<file path="config.mk">
export PLATFORM = sky130hd
export DESIGN_NAME = http_request_header_tokenizer
export DESIGN_NICKNAME = d
export VERILOG_FILES = /design/src/hrht_pkg.sv /design/src/http_request_header_tokenizer.sv /design/src/hrht_ram.sv /design/src/hrht_ctrl.sv /design/src/hrht_dpath.sv
export SDC_FILE = /design/constraint.sdc
export NUM_CORES = 1
export LEC_CHECK = 0
export ABC_AREA = 1
export BUFFER_PORTS_ARGS = -buffer_cell sky130_fd_sc_hd__buf_4
export CAP_MARGIN = 25
export CORE_ASPECT_RATIO = 1.4
export CORE_MARGIN = 2
export CORE_UTILIZATION = 40
export CTS_CLUSTER_DIAMETER = 120
export CTS_CLUSTER_SIZE = 40
export DETAILED_ROUTE_END_ITERATION = 6
export SETUP_SLACK_MARGIN = 0.2
export SYNTH_ARGS = -nofsm -noshare
export SYNTH_HDL_FRONTEND = slang
export SYNTH_SLANG_ARGS = --single-unit
</file>
<file path="constraint.sdc">
create_clock -name clk -period 5.8 [get_ports clk]
set_clock_uncertainty 0.2 [all_clocks]
set_input_delay 0.58 -clock clk [delete_from_list [all_inputs] [get_ports clk]]
set_output_delay 0.58 -clock clk [all_outputs]
set_load 0.02 [all_outputs]
</file>
<file path="src/hrht_pkg.sv">
`timescale 1ns / 1ps
package hrht_pkg;

	localparam int DEF_WS_HOLD_DEPTH = 16;
	localparam int DEF_OFFSET_WIDTH  = 32;

	localparam int KIND_W = 4;
	localparam int BYTE_W = 8;
	localparam int HLEN_W = 32;

	localparam logic [BYTE_W-1:0] CHAR_TAB   = 8'h09;
	localparam logic [BYTE_W-1:0] CHAR_LF    = 8'h0A;
	localparam logic [BYTE_W-1:0] CHAR_CR    = 8'h0D;
	localparam logic [BYTE_W-1:0] CHAR_SP    = 8'h20;
	localparam logic [BYTE_W-1:0] CHAR_COLON = 8'h3A;
	localparam logic [BYTE_W-1:0] CHAR_UC_A  = 8'h41;
	localparam logic [BYTE_W-1:0] CHAR_UC_Z  = 8'h5A;
	localparam logic [BYTE_W-1:0] CASE_BIT   = 8'h20;

	// token kinds on the result channel
	typedef enum logic [KIND_W-1:0] {
		K_METHOD_BYTE  = 4'd0,
		K_METHOD_END   = 4'd1,
		K_URL_BYTE     = 4'd2,
		K_URL_END      = 4'd3,
		K_KEY_BYTE     = 4'd4,
		K_VALUE_BYTE   = 4'd5,
		K_FIELD_END    = 4'd6,
		K_FIELD_DROP   = 4'd7,
		K_HEADER_END   = 4'd8,
		K_BODY_BYTE    = 4'd9,
		K_REQ_ERROR    = 4'd10
	} kind_t;

	// parse position within the request
	typedef enum logic [3:0] {
		PH_METHOD     = 4'd0,
		PH_URL        = 4'd1,
		PH_REQ_REST   = 4'd2,
		PH_LINE_START = 4'd3,
		PH_KEY_LEAD   = 4'd4,
		PH_KEY        = 4'd5,
		PH_VAL_LEAD   = 4'd6,
		PH_VAL        = 4'd7,
		PH_BODY       = 4'd8,
		PH_ERROR      = 4'd9
	} phase_t;

	typedef enum logic [2:0] {
		CS_IDLE,
		CS_DECODE,
		CS_FREAD,
		CS_FEMIT,
		CS_EMIT1,
		CS_EMIT2
	} ctl_state_t;

	// controller -> datapath
	typedef struct packed {
		logic load;
		logic decode;
		logic flush_start;
		logic emit_flush;
		logic emit_e1;
		logic emit_e2;
	} ctl_cmd_t;

	// datapath -> controller
	typedef struct packed {
		logic c_flush;
		logic c_e1;
		logic c_e2;
		logic q_e1;
		logic q_e2;
		logic flush_last;
		logic out_free;
	} ctl_stat_t;

endpackage

</file>
<file path="src/http_request_header_tokenizer.sv">
`timescale 1ns / 1ps
// channel | handshake           | payload
// --------+---------------------+---------------------------------------------------
// in      | in_valid, in_ready  | data_byte[7:0], start_message
// out     | out_valid, out_ready| kind[3:0], out_byte[7:0], header_length[31:0],
//         |                     | ws_overflow, last_of_run
//
// Steps: an item is accepted, then decoded, then places each result it causes,
// one after another; held whitespace that is flushed comes first, after a read
// of the hold store. The decode step and the single-read hold store set this.
// Reset: arst_n clears the parser to the request method phase, no CR or
// whitespace held, byte count zero. The hold store needs no clearing.
// Stalls: out_ready low holds the finished item in the output register; the
// next byte is still taken once the current one has placed its last result.
module http_request_header_tokenizer #(
	parameter int WS_HOLD_DEPTH = hrht_pkg::DEF_WS_HOLD_DEPTH,
	parameter int OFFSET_WIDTH  = hrht_pkg::DEF_OFFSET_WIDTH
) (
	input  logic                        clk,
	input  logic                        arst_n,
	input  logic                        in_valid,
	output logic                        in_ready,
	input  logic [hrht_pkg::BYTE_W-1:0] data_byte,
	input  logic                        start_message,
	output logic                        out_valid,
	input  logic                        out_ready,
	output logic [hrht_pkg::KIND_W-1:0] kind,
	output logic [hrht_pkg::BYTE_W-1:0] out_byte,
	output logic [hrht_pkg::HLEN_W-1:0] header_length,
	output logic                        ws_overflow,
	output logic                        last_of_run
);

	// command and status between the sequencer and the datapath
	hrht_pkg::ctl_cmd_t  cmd;
	hrht_pkg::ctl_stat_t stat;

	// sequencer: accept, decode, then walk the flush and single tokens
	hrht_ctrl u_ctrl (
		.clk      (clk),
		.arst_n   (arst_n),
		.in_valid (in_valid),
		.in_ready (in_ready),
		.stat     (stat),
		.cmd      (cmd)
	);

	// datapath: parser state, per-item plan, hold store, output register
	hrht_dpath #(
		.WS_HOLD_DEPTH (WS_HOLD_DEPTH),
		.OFFSET_WIDTH  (OFFSET_WIDTH)
	) u_dpath (
		.clk           (clk),
		.arst_n        (arst_n),
		.data_byte     (data_byte),
		.start_message (start_message),
		.cmd           (cmd),
		.stat          (stat),
		.out_valid     (out_valid),
		.out_ready     (out_ready),
		.kind          (kind),
		.out_byte      (out_byte),
		.header_length (header_length),
		.ws_overflow   (ws_overflow),
		.last_of_run   (last_of_run)
	);

endmodule

</file>
<file path="src/hrht_ram.sv">
`timescale 1ns / 1ps
module hrht_ram #(
	parameter int WIDTH = 1,
	parameter int DEPTH = 16,
	parameter int AW    = (DEPTH > 1) ? $clog2(DEPTH) : 1
) (
	input  logic             clk,
	input  logic             we,
	input  logic [AW-1:0]    waddr,
	input  logic [WIDTH-1:0] wdata,
	input  logic             re,
	input  logic [AW-1:0]    raddr,
	output logic [WIDTH-1:0] rdata
);

	logic [WIDTH-1:0] mem_q [DEPTH];

	always_ff @(posedge clk) begin
		if (we)
			mem_q[waddr] <= wdata;
		if (re)
			rdata <= mem_q[raddr];
	end

endmodule

</file>
<file path="src/hrht_ctrl.sv">
`timescale 1ns / 1ps
module hrht_ctrl (
	input  logic                clk,
	input  logic                arst_n,
	input  logic                in_valid,
	output logic                in_ready,
	input  hrht_pkg::ctl_stat_t stat,
	output hrht_pkg::ctl_cmd_t  cmd
);

	hrht_pkg::ctl_state_t state_q, state_d;

	always_ff @(posedge clk or negedge arst_n) begin
		if (!arst_n)
			state_q <= hrht_pkg::CS_IDLE;
		else
			state_q <= state_d;
	end

	// next state
	always_comb begin
		state_d = state_q;
		unique case (state_q)
			hrht_pkg::CS_IDLE: begin
				if (in_valid)
					state_d = hrht_pkg::CS_DECODE;
			end
			hrht_pkg::CS_DECODE: begin
				if (stat.c_flush)
					state_d = hrht_pkg::CS_FREAD;
				else if (stat.c_e1)
					state_d = hrht_pkg::CS_EMIT1;
				else if (stat.c_e2)
					state_d = hrht_pkg::CS_EMIT2;
				else
					state_d = hrht_pkg::CS_IDLE;
			end
			hrht_pkg::CS_FREAD: begin
				state_d = hrht_pkg::CS_FEMIT;
			end
			hrht_pkg::CS_FEMIT: begin
				if (stat.out_free && stat.flush_last) begin
					if (stat.q_e1)
						state_d = hrht_pkg::CS_EMIT1;
					else if (stat.q_e2)
						state_d = hrht_pkg::CS_EMIT2;
					else
						state_d = hrht_pkg::CS_IDLE;
				end
			end
			hrht_pkg::CS_EMIT1: begin
				if (stat.out_free)
					state_d = stat.q_e2 ? hrht_pkg::CS_EMIT2 : hrht_pkg::CS_IDLE;
			end
			hrht_pkg::CS_EMIT2: begin
				if (stat.out_free)
					state_d = hrht_pkg::CS_IDLE;
			end
			default: state_d = hrht_pkg::CS_IDLE;
		endcase
	end

	// commands
	always_comb begin
		cmd      = '0;
		in_ready = 1'b0;
		unique case (state_q)
			hrht_pkg::CS_IDLE: begin
				in_ready = 1'b1;
				cmd.load = in_valid;
			end
			hrht_pkg::CS_DECODE: cmd.decode      = 1'b1;
			hrht_pkg::CS_FREAD:  cmd.flush_start = 1'b1;
			hrht_pkg::CS_FEMIT:  cmd.emit_flush  = stat.out_free;
			hrht_pkg::CS_EMIT1:  cmd.emit_e1     = stat.out_free;
			hrht_pkg::CS_EMIT2:  cmd.emit_e2     = stat.out_free;
			default: ;
		endcase
	end

endmodule

</file>
<file path="src/hrht_dpath.sv">
`timescale 1ns / 1ps
module hrht_dpath #(
	parameter int WS_HOLD_DEPTH = hrht_pkg::DEF_WS_HOLD_DEPTH,
	parameter int OFFSET_WIDTH  = hrht_pkg::DEF_OFFSET_WIDTH
) (
	input  logic                            clk,
	input  logic                            arst_n,
	input  logic [hrht_pkg::BYTE_W-1:0]     data_byte,
	input  logic                            start_message,
	input  hrht_pkg::ctl_cmd_t              cmd,
	output hrht_pkg::ctl_stat_t             stat,
	output logic                            out_valid,
	input  logic                            out_ready,
	output logic [hrht_pkg::KIND_W-1:0]     kind,
	output logic [hrht_pkg::BYTE_W-1:0]     out_byte,
	output logic [hrht_pkg::HLEN_W-1:0]     header_length,
	output logic                            ws_overflow,
	output logic                            last_of_run
);

	localparam int CW = $clog2(WS_HOLD_DEPTH + 1);
	localparam int AW = (WS_HOLD_DEPTH > 1) ? $clog2(WS_HOLD_DEPTH) : 1;
	localparam int OW = OFFSET_WIDTH;
	localparam int HW = (OW > hrht_pkg::HLEN_W) ? OW : hrht_pkg::HLEN_W;
	localparam logic [HW-1:0] HLEN_MAX = HW'({hrht_pkg::HLEN_W{1'b1}});

	function automatic logic [hrht_pkg::BYTE_W-1:0] to_lower(
		input logic [hrht_pkg::BYTE_W-1:0] b
	);
		logic [hrht_pkg::BYTE_W-1:0] r;
		r = b;
		if (b >= hrht_pkg::CHAR_UC_A && b <= hrht_pkg::CHAR_UC_Z)
			r = b | hrht_pkg::CASE_BIT;
		return r;
	endfunction

	// parser state
	logic [hrht_pkg::BYTE_W-1:0] byte_q;
	hrht_pkg::phase_t            ph_q;
	logic                        cr_q;
	logic                        skip_q;
	logic [CW-1:0]               cnt_q;
	logic [OW-1:0]               offset_q;

	// per-item plan
	logic [CW-1:0]               flush_n_q;
	logic [CW-1:0]               flush_idx_q;
	hrht_pkg::kind_t             f_kind_q;
	logic                        f_ovf_q;
	logic                        e1_q, e2_q;
	hrht_pkg::kind_t             e1_kind_q, e2_kind_q;
	logic [hrht_pkg::BYTE_W-1:0] e1_byte_q, e2_byte_q;
	logic [hrht_pkg::HLEN_W-1:0] e1_hl_q;
	logic                        hold_q, hold_tab_q;

	// output register
	logic                        out_valid_q;
	hrht_pkg::kind_t             kind_q;
	logic [hrht_pkg::BYTE_W-1:0] out_byte_q;
	logic [hrht_pkg::HLEN_W-1:0] hl_q;
	logic                        ovf_q;
	logic                        last_q;

	// decode results
	hrht_pkg::phase_t            n_ph, ph2;
	logic                        n_cr, n_skip;
	logic [CW-1:0]               n_cnt, cnt_eff;
	logic                        clr_cnt, flush_c, f_ovf_c, hold_c;
	hrht_pkg::kind_t             f_kind_c;
	logic                        e1_c, e2_c;
	hrht_pkg::kind_t             e1_kind_c, e2_kind_c;
	logic [hrht_pkg::BYTE_W-1:0] e1_byte_c, e2_byte_c;
	logic                        e1_hl_c;
	logic                        done;
	logic                        is_ws, is_cr, is_lf, is_colon, is_tab;
	logic [HW-1:0]               off_ext;
	logic [hrht_pkg::HLEN_W-1:0] hl_sat;

	// hold store
	logic                        ram_we, ram_re, ram_rdata, ram_wdata;
	logic [AW-1:0]               ram_waddr, ram_raddr;
	logic                        out_free;
	logic                        flush_last;

	assign is_tab   = (byte_q == hrht_pkg::CHAR_TAB);
	assign is_ws    = is_tab || (byte_q == hrht_pkg::CHAR_SP);
	assign is_cr    = (byte_q == hrht_pkg::CHAR_CR);
	assign is_lf    = (byte_q == hrht_pkg::CHAR_LF);
	assign is_colon = (byte_q == hrht_pkg::CHAR_COLON);

	assign off_ext = HW'(offset_q);
	assign hl_sat  = (off_ext > HLEN_MAX) ? {hrht_pkg::HLEN_W{1'b1}}
	                                      : off_ext[hrht_pkg::HLEN_W-1:0];

	// work out everything one byte causes: an optional whitespace flush,
	// then up to two single tokens, plus the next parser state
	always_comb begin
		n_ph      = ph_q;
		ph2       = ph_q;
		n_cr      = cr_q;
		n_skip    = skip_q;
		clr_cnt   = 1'b0;
		flush_c   = 1'b0;
		f_ovf_c   = 1'b0;
		f_kind_c  = hrht_pkg::K_KEY_BYTE;
		hold_c    = 1'b0;
		e1_c      = 1'b0;
		e1_kind_c = hrht_pkg::K_METHOD_BYTE;
		e1_byte_c = '0;
		e1_hl_c   = 1'b0;
		e2_c      = 1'b0;
		e2_kind_c = hrht_pkg::K_METHOD_BYTE;
		e2_byte_c = '0;
		done      = 1'b0;
		cnt_eff   = cnt_q;

		unique case (ph_q)
			hrht_pkg::PH_BODY: begin
				e1_c      = 1'b1;
				e1_kind_c = hrht_pkg::K_BODY_BYTE;
				e1_byte_c = byte_q;
			end
			hrht_pkg::PH_METHOD, hrht_pkg::PH_URL, hrht_pkg::PH_REQ_REST: begin
				if (cr_q) begin
					n_cr = 1'b0;
					if (is_lf) begin
						done = 1'b1;
						if (ph_q == hrht_pkg::PH_REQ_REST) begin
							n_ph = hrht_pkg::PH_LINE_START;
						end else begin
							e1_c      = 1'b1;
							e1_kind_c = hrht_pkg::K_REQ_ERROR;
							n_ph      = hrht_pkg::PH_ERROR;
						end
					end else if (ph_q != hrht_pkg::PH_REQ_REST) begin
						e1_c      = 1'b1;
						e1_kind_c = (ph_q == hrht_pkg::PH_METHOD) ? hrht_pkg::K_METHOD_BYTE
						                                          : hrht_pkg::K_URL_BYTE;
						e1_byte_c = hrht_pkg::CHAR_CR;
					end
				end
				if (!done) begin
					if (is_cr) begin
						n_cr = 1'b1;
					end else if (byte_q == hrht_pkg::CHAR_SP) begin
						if (ph_q == hrht_pkg::PH_METHOD) begin
							e2_c      = 1'b1;
							e2_kind_c = hrht_pkg::K_METHOD_END;
							n_ph      = hrht_pkg::PH_URL;
						end else if (ph_q == hrht_pkg::PH_URL) begin
							e2_c      = 1'b1;
							e2_kind_c = hrht_pkg::K_URL_END;
							n_ph      = hrht_pkg::PH_REQ_REST;
						end
					end else if (ph_q != hrht_pkg::PH_REQ_REST) begin
						e2_c      = 1'b1;
						e2_kind_c = (ph_q == hrht_pkg::PH_METHOD) ? hrht_pkg::K_METHOD_BYTE
						                                          : hrht_pkg::K_URL_BYTE;
						e2_byte_c = byte_q;
					end
				end
			end
			hrht_pkg::PH_LINE_START, hrht_pkg::PH_KEY_LEAD, hrht_pkg::PH_KEY,
			hrht_pkg::PH_VAL_LEAD, hrht_pkg::PH_VAL: begin
				if (cr_q) begin
					n_cr = 1'b0;
					if (is_lf) begin
						done    = 1'b1;
						clr_cnt = 1'b1;
						n_skip  = 1'b0;
						e1_c    = 1'b1;
						if (ph_q == hrht_pkg::PH_LINE_START) begin
							e1_kind_c = hrht_pkg::K_HEADER_END;
							e1_hl_c   = 1'b1;
							n_ph      = hrht_pkg::PH_BODY;
						end else begin
							e1_kind_c = (skip_q || ph_q == hrht_pkg::PH_KEY_LEAD ||
							             ph_q == hrht_pkg::PH_KEY) ? hrht_pkg::K_FIELD_DROP
							                                       : hrht_pkg::K_FIELD_END;
							n_ph      = hrht_pkg::PH_LINE_START;
						end
					end else if (!skip_q) begin
						// a lone CR is token content
						e1_c      = 1'b1;
						e1_byte_c = hrht_pkg::CHAR_CR;
						if (ph_q == hrht_pkg::PH_LINE_START ||
						    ph_q == hrht_pkg::PH_KEY_LEAD) begin
							ph2       = hrht_pkg::PH_KEY;
							e1_kind_c = hrht_pkg::K_KEY_BYTE;
						end else if (ph_q == hrht_pkg::PH_KEY) begin
							flush_c   = (cnt_q != '0);
							clr_cnt   = 1'b1;
							cnt_eff   = '0;
							e1_kind_c = hrht_pkg::K_KEY_BYTE;
						end else if (ph_q == hrht_pkg::PH_VAL_LEAD) begin
							ph2       = hrht_pkg::PH_VAL;
							e1_kind_c = hrht_pkg::K_VALUE_BYTE;
						end else begin
							flush_c   = (cnt_q != '0);
							clr_cnt   = 1'b1;
							cnt_eff   = '0;
							f_kind_c  = hrht_pkg::K_VALUE_BYTE;
							e1_kind_c = hrht_pkg::K_VALUE_BYTE;
						end
					end
				end
				if (!done) begin
					n_ph = ph2;
					if (is_cr) begin
						n_cr = 1'b1;
					end else if (!skip_q) begin
						unique case (ph2)
							hrht_pkg::PH_LINE_START, hrht_pkg::PH_KEY_LEAD: begin
								if (is_ws) begin
									n_ph = hrht_pkg::PH_KEY_LEAD;
								end else if (is_colon) begin
									n_skip = 1'b1;
									n_ph   = hrht_pkg::PH_KEY_LEAD;
								end else begin
									n_ph      = hrht_pkg::PH_KEY;
									e2_c      = 1'b1;
									e2_kind_c = hrht_pkg::K_KEY_BYTE;
									e2_byte_c = to_lower(byte_q);
								end
							end
							hrht_pkg::PH_KEY, hrht_pkg::PH_VAL: begin
								if (ph2 == hrht_pkg::PH_VAL)
									f_kind_c = hrht_pkg::K_VALUE_BYTE;
								if (is_ws) begin
									hold_c = 1'b1;
									if (cnt_eff == CW'(WS_HOLD_DEPTH)) begin
										flush_c = 1'b1;
										f_ovf_c = 1'b1;
									end
								end else if (is_colon && ph2 == hrht_pkg::PH_KEY) begin
									clr_cnt = 1'b1;
									n_ph    = hrht_pkg::PH_VAL_LEAD;
								end else begin
									if (cnt_eff != '0)
										flush_c = 1'b1;
									clr_cnt = 1'b1;
									e2_c    = 1'b1;
									if (ph2 == hrht_pkg::PH_KEY) begin
										e2_kind_c = hrht_pkg::K_KEY_BYTE;
										e2_byte_c = to_lower(byte_q);
									end else begin
										e2_kind_c = hrht_pkg::K_VALUE_BYTE;
										e2_byte_c = byte_q;
									end
								end
							end
							hrht_pkg::PH_VAL_LEAD: begin
								if (!is_ws) begin
									n_ph      = hrht_pkg::PH_VAL;
									e2_c      = 1'b1;
									e2_kind_c = hrht_pkg::K_VALUE_BYTE;
									e2_byte_c = byte_q;
								end
							end
							default: ;
						endcase
					end
				end
			end
			default: ;
		endcase

		if (hold_c)
			n_cnt = (flush_c || clr_cnt) ? CW'(1) : cnt_q + CW'(1);
		else
			n_cnt = (flush_c || clr_cnt) ? '0 : cnt_q;
	end

	assign out_free   = !out_valid_q || out_ready;
	assign flush_last = (flush_idx_q == flush_n_q - CW'(1));

	always_comb begin
		stat            = '0;
		stat.c_flush    = flush_c;
		stat.c_e1       = e1_c;
		stat.c_e2       = e2_c;
		stat.q_e1       = e1_q;
		stat.q_e2       = e2_q;
		stat.flush_last = flush_last;
		stat.out_free   = out_free;
	end

	// parser state and plan
	always_ff @(posedge clk or negedge arst_n) begin
		if (!arst_n) begin
			ph_q     <= hrht_pkg::PH_METHOD;
			cr_q     <= 1'b0;
			skip_q   <= 1'b0;
			cnt_q    <= '0;
			offset_q <= '0;
			e1_q     <= 1'b0;
			e2_q     <= 1'b0;
			hold_q   <= 1'b0;
		end else if (cmd.load) begin
			if (start_message) begin
				ph_q     <= hrht_pkg::PH_METHOD;
				cr_q     <= 1'b0;
				skip_q   <= 1'b0;
				cnt_q    <= '0;
				offset_q <= OW'(1);
			end else if (!(&offset_q)) begin
				offset_q <= offset_q + OW'(1);
			end
		end else if (cmd.decode) begin
			ph_q   <= n_ph;
			cr_q   <= n_cr;
			skip_q <= n_skip;
			cnt_q  <= n_cnt;
			e1_q   <= e1_c;
			e2_q   <= e2_c;
			hold_q <= hold_c && flush_c;
		end
	end

	always_ff @(posedge clk) begin
		if (cmd.load)
			byte_q <= data_byte;
		if (cmd.decode) begin
			flush_n_q  <= cnt_q;
			f_kind_q   <= f_kind_c;
			f_ovf_q    <= f_ovf_c;
			e1_kind_q  <= e1_kind_c;
			e1_byte_q  <= e1_byte_c;
			e1_hl_q    <= e1_hl_c ? hl_sat : '0;
			e2_kind_q  <= e2_kind_c;
			e2_byte_q  <= e2_byte_c;
			hold_tab_q <= is_tab;
		end
		if (cmd.flush_start)
			flush_idx_q <= '0;
		else if (cmd.emit_flush && !flush_last)
			flush_idx_q <= flush_idx_q + CW'(1);
	end

	// hold store: read ahead one entry while the current one is emitted;
	// a hold that follows a flush writes entry zero once all reads are done
	always_comb begin
		ram_re    = cmd.flush_start || (cmd.emit_flush && !flush_last);
		ram_raddr = cmd.flush_start ? '0 : AW'(flush_idx_q + CW'(1));
		ram_we    = (cmd.decode && hold_c && !flush_c) ||
		            (cmd.emit_flush && flush_last && hold_q);
		ram_waddr = cmd.decode ? AW'(cnt_q) : '0;
		ram_wdata = cmd.decode ? is_tab : hold_tab_q;
	end

	hrht_ram #(
		.WIDTH (1),
		.DEPTH (WS_HOLD_DEPTH),
		.AW    (AW)
	) u_hold (
		.clk   (clk),
		.we    (ram_we),
		.waddr (ram_waddr),
		.wdata (ram_wdata),
		.re    (ram_re),
		.raddr (ram_raddr),
		.rdata (ram_rdata)
	);

	// output register
	always_ff @(posedge clk or negedge arst_n) begin
		if (!arst_n)
			out_valid_q <= 1'b0;
		else if (cmd.emit_flush || cmd.emit_e1 || cmd.emit_e2)
			out_valid_q <= 1'b1;
		else if (out_ready)
			out_valid_q <= 1'b0;
	end

	always_ff @(posedge clk) begin
		if (cmd.emit_flush) begin
			kind_q     <= f_kind_q;
			out_byte_q <= ram_rdata ? hrht_pkg::CHAR_TAB : hrht_pkg::CHAR_SP;
			hl_q       <= '0;
			ovf_q      <= f_ovf_q;
			last_q     <= flush_last && !e1_q && !e2_q;
		end else if (cmd.emit_e1) begin
			kind_q     <= e1_kind_q;
			out_byte_q <= e1_byte_q;
			hl_q       <= e1_hl_q;
			ovf_q      <= 1'b0;
			last_q     <= !e2_q;
		end else if (cmd.emit_e2) begin
			kind_q     <= e2_kind_q;
			out_byte_q <= e2_byte_q;
			hl_q       <= '0;
			ovf_q      <= 1'b0;
			last_q     <= 1'b1;
		end
	end

	assign out_valid     = out_valid_q;
	assign kind          = kind_q;
	assign out_byte      = out_byte_q;
	assign header_length = hl_q;
	assign ws_overflow   = ovf_q;
	assign last_of_run   = last_q;

endmodule
</file>
==> results.json, run 1 <==
{
  "total_power_mw": 5.14,
  "arrival_ns": 3.26,
  "grt_pass1_vias": 6951,
  "rsz0062_at_grt": "false",
  "power_density_nw_per_um2": 489,
  "synthArstFlopShare_pct": 26.5,
  "drive_above_1_share_pct": 15.1,
  "synth.area.top_cells": "edfxtp_1 33%, dfrtp_1 14%, dfxtp_1 8.4%",
  "dp.cells": 1319,
  "globalplace.congestion": 0.892,
  "crit_buf_inv": 3,
  "min_path_type": "input pin to register",
  "rows": 65,
  "slew_headroom_pct": 39.6,
  "core-area_um2": 22400,
  "ys_seq_area_share_pct": 55.5,
  "fp.dieH_um": 182,
  "htree_levels": 4,
  "timing.hold.ws_ns": 0.109,
  "hpwl_mm": 15.7,
  "nets": 1056,
  "p_leak_nw": 4.17,
  "clock_latency_ns": 0.44,
  "fmax_mhz": 323,
  "critical-path-top-delay-family": "buffers and inverters",
  "grt_pass1_wl_mm": 35.1,
  "finalCriticalPeriod_ns": 3.10,
  "dpl-instance-area_um2": 9880,
  "num_vias": 6988,
  "cp-end-kind": "register",
  "die_x_um": 131,
  "finalHoldViolations": 0,
  "ys_seq_elements": 189,
  "status": "finished, violations left",
  "dieArea_um2": 24000,
  "synth_top_area_share_pct": 33.4,
  "track_usage_pct": 18.6,
  "crit_fanout": 72,
  "wire_per_inst_um": 16.0,
  "antenna_found_initial": 0,
  "cts_tree": "done",
  "syn_avg_cell_area_um2": 9.32,
  "yosys_warnings": 0,
  "initial_utilization_pct": 40.5,
  "slew_violations": 0,
  "violations": "DRC",
  "drt_wl_total_mm": 21.7,
  "drcViolationCount": 1,
  "io_buffers": 60,
  "ios": 61,
  "slowest_delay_ns": 0.71,
  "clkSlewWorstSetupHoldPaths_ns": 0.07,
  "drtIter0Drc": 372,
  "finalSetupViolCount": 0,
  "overflow": 0,
  "tightest_slew_ns": 0.905,
  "root_buffer": "clkbuf_16",
  "clk_path_buf_depth": 2,
  "antenna_cells": 0,
  "fin_setup_tns_ns": 0,
  "crit_type": "register to register",
  "grt_max_degree": 73,
  "stdcell_count": 1352,
  "dr.pass1.iters": 7,
  "cp-start-kind": "register",
  "synth_area_um2": 9090,
  "crit_chain": "nor3_2, buf_4, clkinv_1, nand2_4, inv_2, a21oi_2, o221ai_1, o22ai_1",
  "reg2reg_setup_slack_ns": 2.70,
  "synth_top_cell_by_area": "edfxtp_1",
  "synth_edf_count": 101,
  "final_area_um2": 10500,
  "critPathRequiredTime_ns": 5.96,
  "fin_crit_sh_pct": 53.4,
  "cp_slowest_cell": "buf_4",
  "numCtsBuffers": 17,
  "drv_cap": 0,
  "clock-sinks": 189,
  "yosys.cell_types.count": 51,
  "syn_inst": 975,
  "syn2layout_area_growth_pct": 15.6,
  "vdd_drop_max_mv": 0.254,
  "vias_per_cell": 5.17,
  "ant_nets": 0,
  "cts.repair.resized": 0,
  "post-cts-setup-buffer-count": 0,
  "synth_flop_cell": "edfxtp_1",
  "synth_nets": 993
}
-- path summary, 6_finish.rpt --
path                       cells past startpoint                        end                 from
max                                            8            u_dpath.ph_q[2]    u_ctrl.state_q[1]
min                                            1          u_dpath.byte_q[3]         data_byte[3]
max reg2reg                                    8            u_dpath.ph_q[2]    u_ctrl.state_q[1]
min reg2reg                                    1  u_dpath.header_length[27]  u_dpath.e1_hl_q[27]
max in group asynchronous                      2         u_dpath.off_ext[5]               arst_n
min in group asynchronous                      2          u_dpath.out_valid               arst_n
-- synthesized netlist by cell type, types with 7 or more instances --
master / number
inv_2: 16
clkbuf_1: 16
nand3_1: 33
xor2_1: 22
a21oi_1: 25
dfrtp_1: 50
nor2_1: 136
inv_1: 108
xnor2_1: 7
edfxtp_1: 101
o21ai_0: 37
a22o_1: 36
nor3_1: 28
nor2_4: 8
dfxtp_1: 38
o31ai_1: 19
nand2_1: 174
nor4_1: 13
nand4_1: 23
nand2_2: 9
-- kinds of logic after synthesis --
logic type,share of synthesized area (%)
AO/OA/AOI/OAI,11.9
XOR/XNOR,2.79
adder cells (fa/ha/maj),0.688
buffers and inverters,6.24
flip-flops,55.5
multiplexers,0.124
AND/OR/NAND/NOR,22.7
-- cell type report --
cell class	count	area (µm²)
Timing Repair Buffer	67	505
Inverter	125	469
Tap cell	301	377
Multi-Input combinational cell	638	3490
Clock buffer	20	478
Clock inverter	12	144
Sequential cell	189	5040
Fill cell	2146	11900
-- per-layer routing --
| metal | part of all wire (%) | track usage (%) | vias up |
|---|---|---|---|
| met2 | 54 | 34.6 | 161 |
| met5 | 0 | 0 | - |
| met3 | 2.8 | 3.75 | 54 |
| met4 | 4.0 | 9.17 | 0 |
| met1 | 40 | 20.2 | 3308 |
| li1 | - | - | 3465 |
-- state kept, by name (all words and copies together) (netlist names), 4 cells and up --
register               cells
u_dpath.e1_hl_q           32
u_dpath.header_length     32
u_dpath.off_ext           32
u_dpath.u_hold.mem_q      16
u_dpath.byte_q             8
u_dpath.e1_byte_q          8
u_dpath.e2_byte_q          8
u_dpath.out_byte           8
u_dpath.cnt_q              5
u_dpath.flush_idx_q        5
u_dpath.flush_n_q          5
u_dpath.e1_kind_q          4
u_dpath.kind               4
u_dpath.ph_q               4
-- report_power, final --
| group | leakage [nW] | internal (mW) | total [mW] | switching (mW) |
|---|---|---|---|---|
| Combinational | 1.89 | 0.601 | 1.73 | 1.13 |
| Sequential | 1.97 | 1.93 | 2.19 | 0.259 |
| Clock | 0.308 | 0.694 | 1.22 | 0.526 |
| Total | 4.17 | 3.23 | 5.14 | 1.91 |
-- cell usage in the layout, fill, tap and decap left out, types with 7 or more instances in the layout --
cell	instances
nor2_1	134
xnor2_1	7
nand3_1	33
clkbuf_16	18
a22o_1	36
nor2_4	9
dfxtp_1	38
nor4_1	13
buf_4	66
a21oi_1	25
edfxtp_1	101
nand4_1	23
nand2_2	9
inv_1	108
nand2_1	174
o31ai_1	19
inv_2	16
dfrtp_1	50
nor3_1	27
xor2_1	22
o21ai_0	37
-- repair_timing --
| item | CTS | global route |
|---|---|---|
| endpoints found under the setup margin | 0 | 0 |
| hold buffers | 1 | 0 |
| hold endpoints to repair | 1 | 0 |
-- stage by stage --
| stage | setup WS (ns) | util, % |
|---|---|---|
| after floorplan | 1.92 | - |
| after detailed placement | 2.69 | 44.0 |
| after CTS | 2.68 | 46.8 |
| after global routing | 2.47 | 46.8 |
| final | 2.70 | 46.8 |
| after global placement | 2.81 | 44.0 |
Power figures use the tool's default switching activity.
==> run 2: changes to the inputs <==
==> constraint.sdc (replaced) <==
create_clock -name clk -period 2.6 [get_ports clk]
set_clock_uncertainty 0.2 [all_clocks]
set_input_delay 0.26 -clock clk [delete_from_list [all_inputs] [get_ports clk]]
set_output_delay 0.26 -clock clk [all_outputs]
set_load 0.02 [all_outputs]
==> results.json, run 2 (synthesis gave the netlist of run 1 again) <==
{
  "status": "complete, no violations",
  "fmax_mhz": 400,
  "clk_path_buf_depth": 2,
  "clock_latency_ns": 0.44,
  "final_cell_mix": "160 x nand2_1, 140 x buf_4, 112 x nor2_1",
  "cts_tree": "done",
  "die_x_um": 131,
  "rsz0062_at_grt": "true",
  "cp-end-kind": "register",
  "p_leak_nw": 4.69,
  "finalSetupViolCount": 0,
  "slew_headroom_pct": 45.6,
  "finalCriticalPeriod_ns": 2.50,
  "nets": 1148,
  "clkSlewWorstSetupHoldPaths_ns": 0.07,
  "grt_max_degree": 51,
  "num_vias": 7398,
  "power_density_nw_per_um2": 1030,
  "layout_commonest_cell": "nand2_1",
  "seq_area_um2": 5050,
  "multi_input_area_um2": 3830,
  "drt_wl_total_mm": 23.4,
  "finalHoldViolations": 0,
  "drtIter0Drc": 503,
  "grt_pass1_vias": 7298,
  "dieArea_um2": 24000,
  "vdd_drop_max_mv": 0.552,
  "crit_fanout": 5,
  "vias_per_cell": 5.12,
  "crit_type": "register to register",
  "min_path_type": "input pin to register",
  "syn2layout_area_growth_pct": 27.6,
  "clock-sinks": 189,
  "cp-start-kind": "register",
  "critPathRequiredTime_ns": 2.55,
  "drcViolationCount": 0,
  "ios": 61,
  "track_usage_pct": 20.1,
  "htree_levels": 4,
  "tightest_slew_ns": 0.808,
  "fp.dieH_um": 182,
  "ant_nets": 0,
  "drv_cap": 0,
  "core-area_um2": 22400,
  "post-route-util_pct": 51.7,
  "io_buffers": 60,
  "rows": 65,
  "antenna_cells": 0,
  "slew_violations": 0,
  "dp.cells": 1364,
  "antenna_found_initial": 0,
  "root_buffer": "clkbuf_16",
  "hpwl_mm": 17.1,
  "wire_per_inst_um": 16.2,
  "initial_utilization_pct": 40.5,
  "dr.pass1.iters": 5,
  "arrival_ns": 2.45,
  "stdcell_count": 1444,
  "overflow": 0,
  "grt_pass1_wl_mm": 37.5,
  "drive_above_1_share_pct": 26.8,
  "numCtsBuffers": 17,
  "fillers": 2092,
  "globalplace.congestion": 0.936,
  "fin_crit_sh_pct": 96.2
}
==> run 2: cell count changes in the layout (fill, tap and decap cells not counted), moves of 9 or more <==
| cell | delta |
|---|---|
| buf_4 | +74 |
| nor2_4 | +11 |
| dlygate4sd3_1 | +9 |
| nand2_1 | -14 |
| nor2_2 | +11 |
| nor2_1 | -22 |
==> run 2: area by class of cell <==
| class | count | area share (%) |
|---|---|---|
| clock buffer | 24 | 4.56 |
| clock inverter | 8 | 0.572 |
| inverter | 125 | 4.09 |
| multi-input combinational | 638 | 33.1 |
| sequential | 189 | 43.5 |
| tap | 301 | 3.25 |
| timing repair buffer | 159 | 10.9 |
==> run 2: timing repair <==
item,CTS,global route
setup buffers,21,17
pin swaps,17,26
hold buffers,10,0
resized for setup,26,76
endpoints found under the setup margin,23,45
hold endpoints to repair,69,0
==> run 2: critical path, cell delays in order (launching register included) <==
cell and delay [ns]:
edfxtp_1 0.42, buf_6 0.14, nand2_2 0.07, nor2_4 0.06, nand2_4 0.09, nand4_1 0.18
nand2_1 0.18, nand4_4 0.14, nand3_4 0.10, nand2_2 0.07, o22ai_4 0.12, buf_12 0.16
nand3_4 0.12, nor2_2 0.14
==> run 2: path summary, 6_finish.rpt <==
path / startpoint / to / slack, ns / cells past startpoint
min in group asynchronous: arst_n / u_dpath.cr_q / 0.22 / 2
max in group asynchronous: arst_n / u_dpath.off_ext[12] / 1.45 / 2
worst min register to register: u_dpath.e1_hl_q[19] / u_dpath.header_length[19] / 0.26 / 1
worst max-delay path: u_dpath.byte_q[3] / u_dpath.u_hold.mem_q[7] / 0.1 / 13
worst max register to register: u_dpath.byte_q[3] / u_dpath.u_hold.mem_q[7] / 0.1 / 13
worst min-delay path: out_ready / u_dpath.out_valid / 0.05 / 4
==> run 2: where the power goes <==
group / leakage (nW) / internal (mW) / switching (mW)
Clock: 0.301 / 1.45 / 1.15
Combinational: 2.42 / 1.70 / 2.76
Sequential: 1.97 / 4.30 / 0.578
==> run 2: metal layers <==
metal | part of all wire (%) | vias to the layer above | track usage [%]
li1 | - | 3653 | -
met1 | 38 | 3518 | 21.7
met2 | 55 | 178 | 38.4
met3 | 3.2 | 49 | 3.31
met4 | 3.3 | 0 | 8.83
met5 | 0 | - | 0
==> run 2: per-stage QoR <==
step | setup WS (ns) | power, mW | hold WS (ns) | area (µm²) | TNS, ns
global placement | 0.0443 | 8.99 | 0.175 | 10200 | 0
finish | 0.0990 | 11.9 | 0.0536 | 11600 | 0
CTS | 0.112 | 11.8 | 0.0418 | 11200 | 0
detailed placement | -0.0173 | 9.02 | 0.169 | 10200 | -0.145
global route | -0.0574 | 12.7 | 0.0921 | 11600 | -0.215
floorplan | 0.203 | 7.53 | -0.236 | 9090 | 0
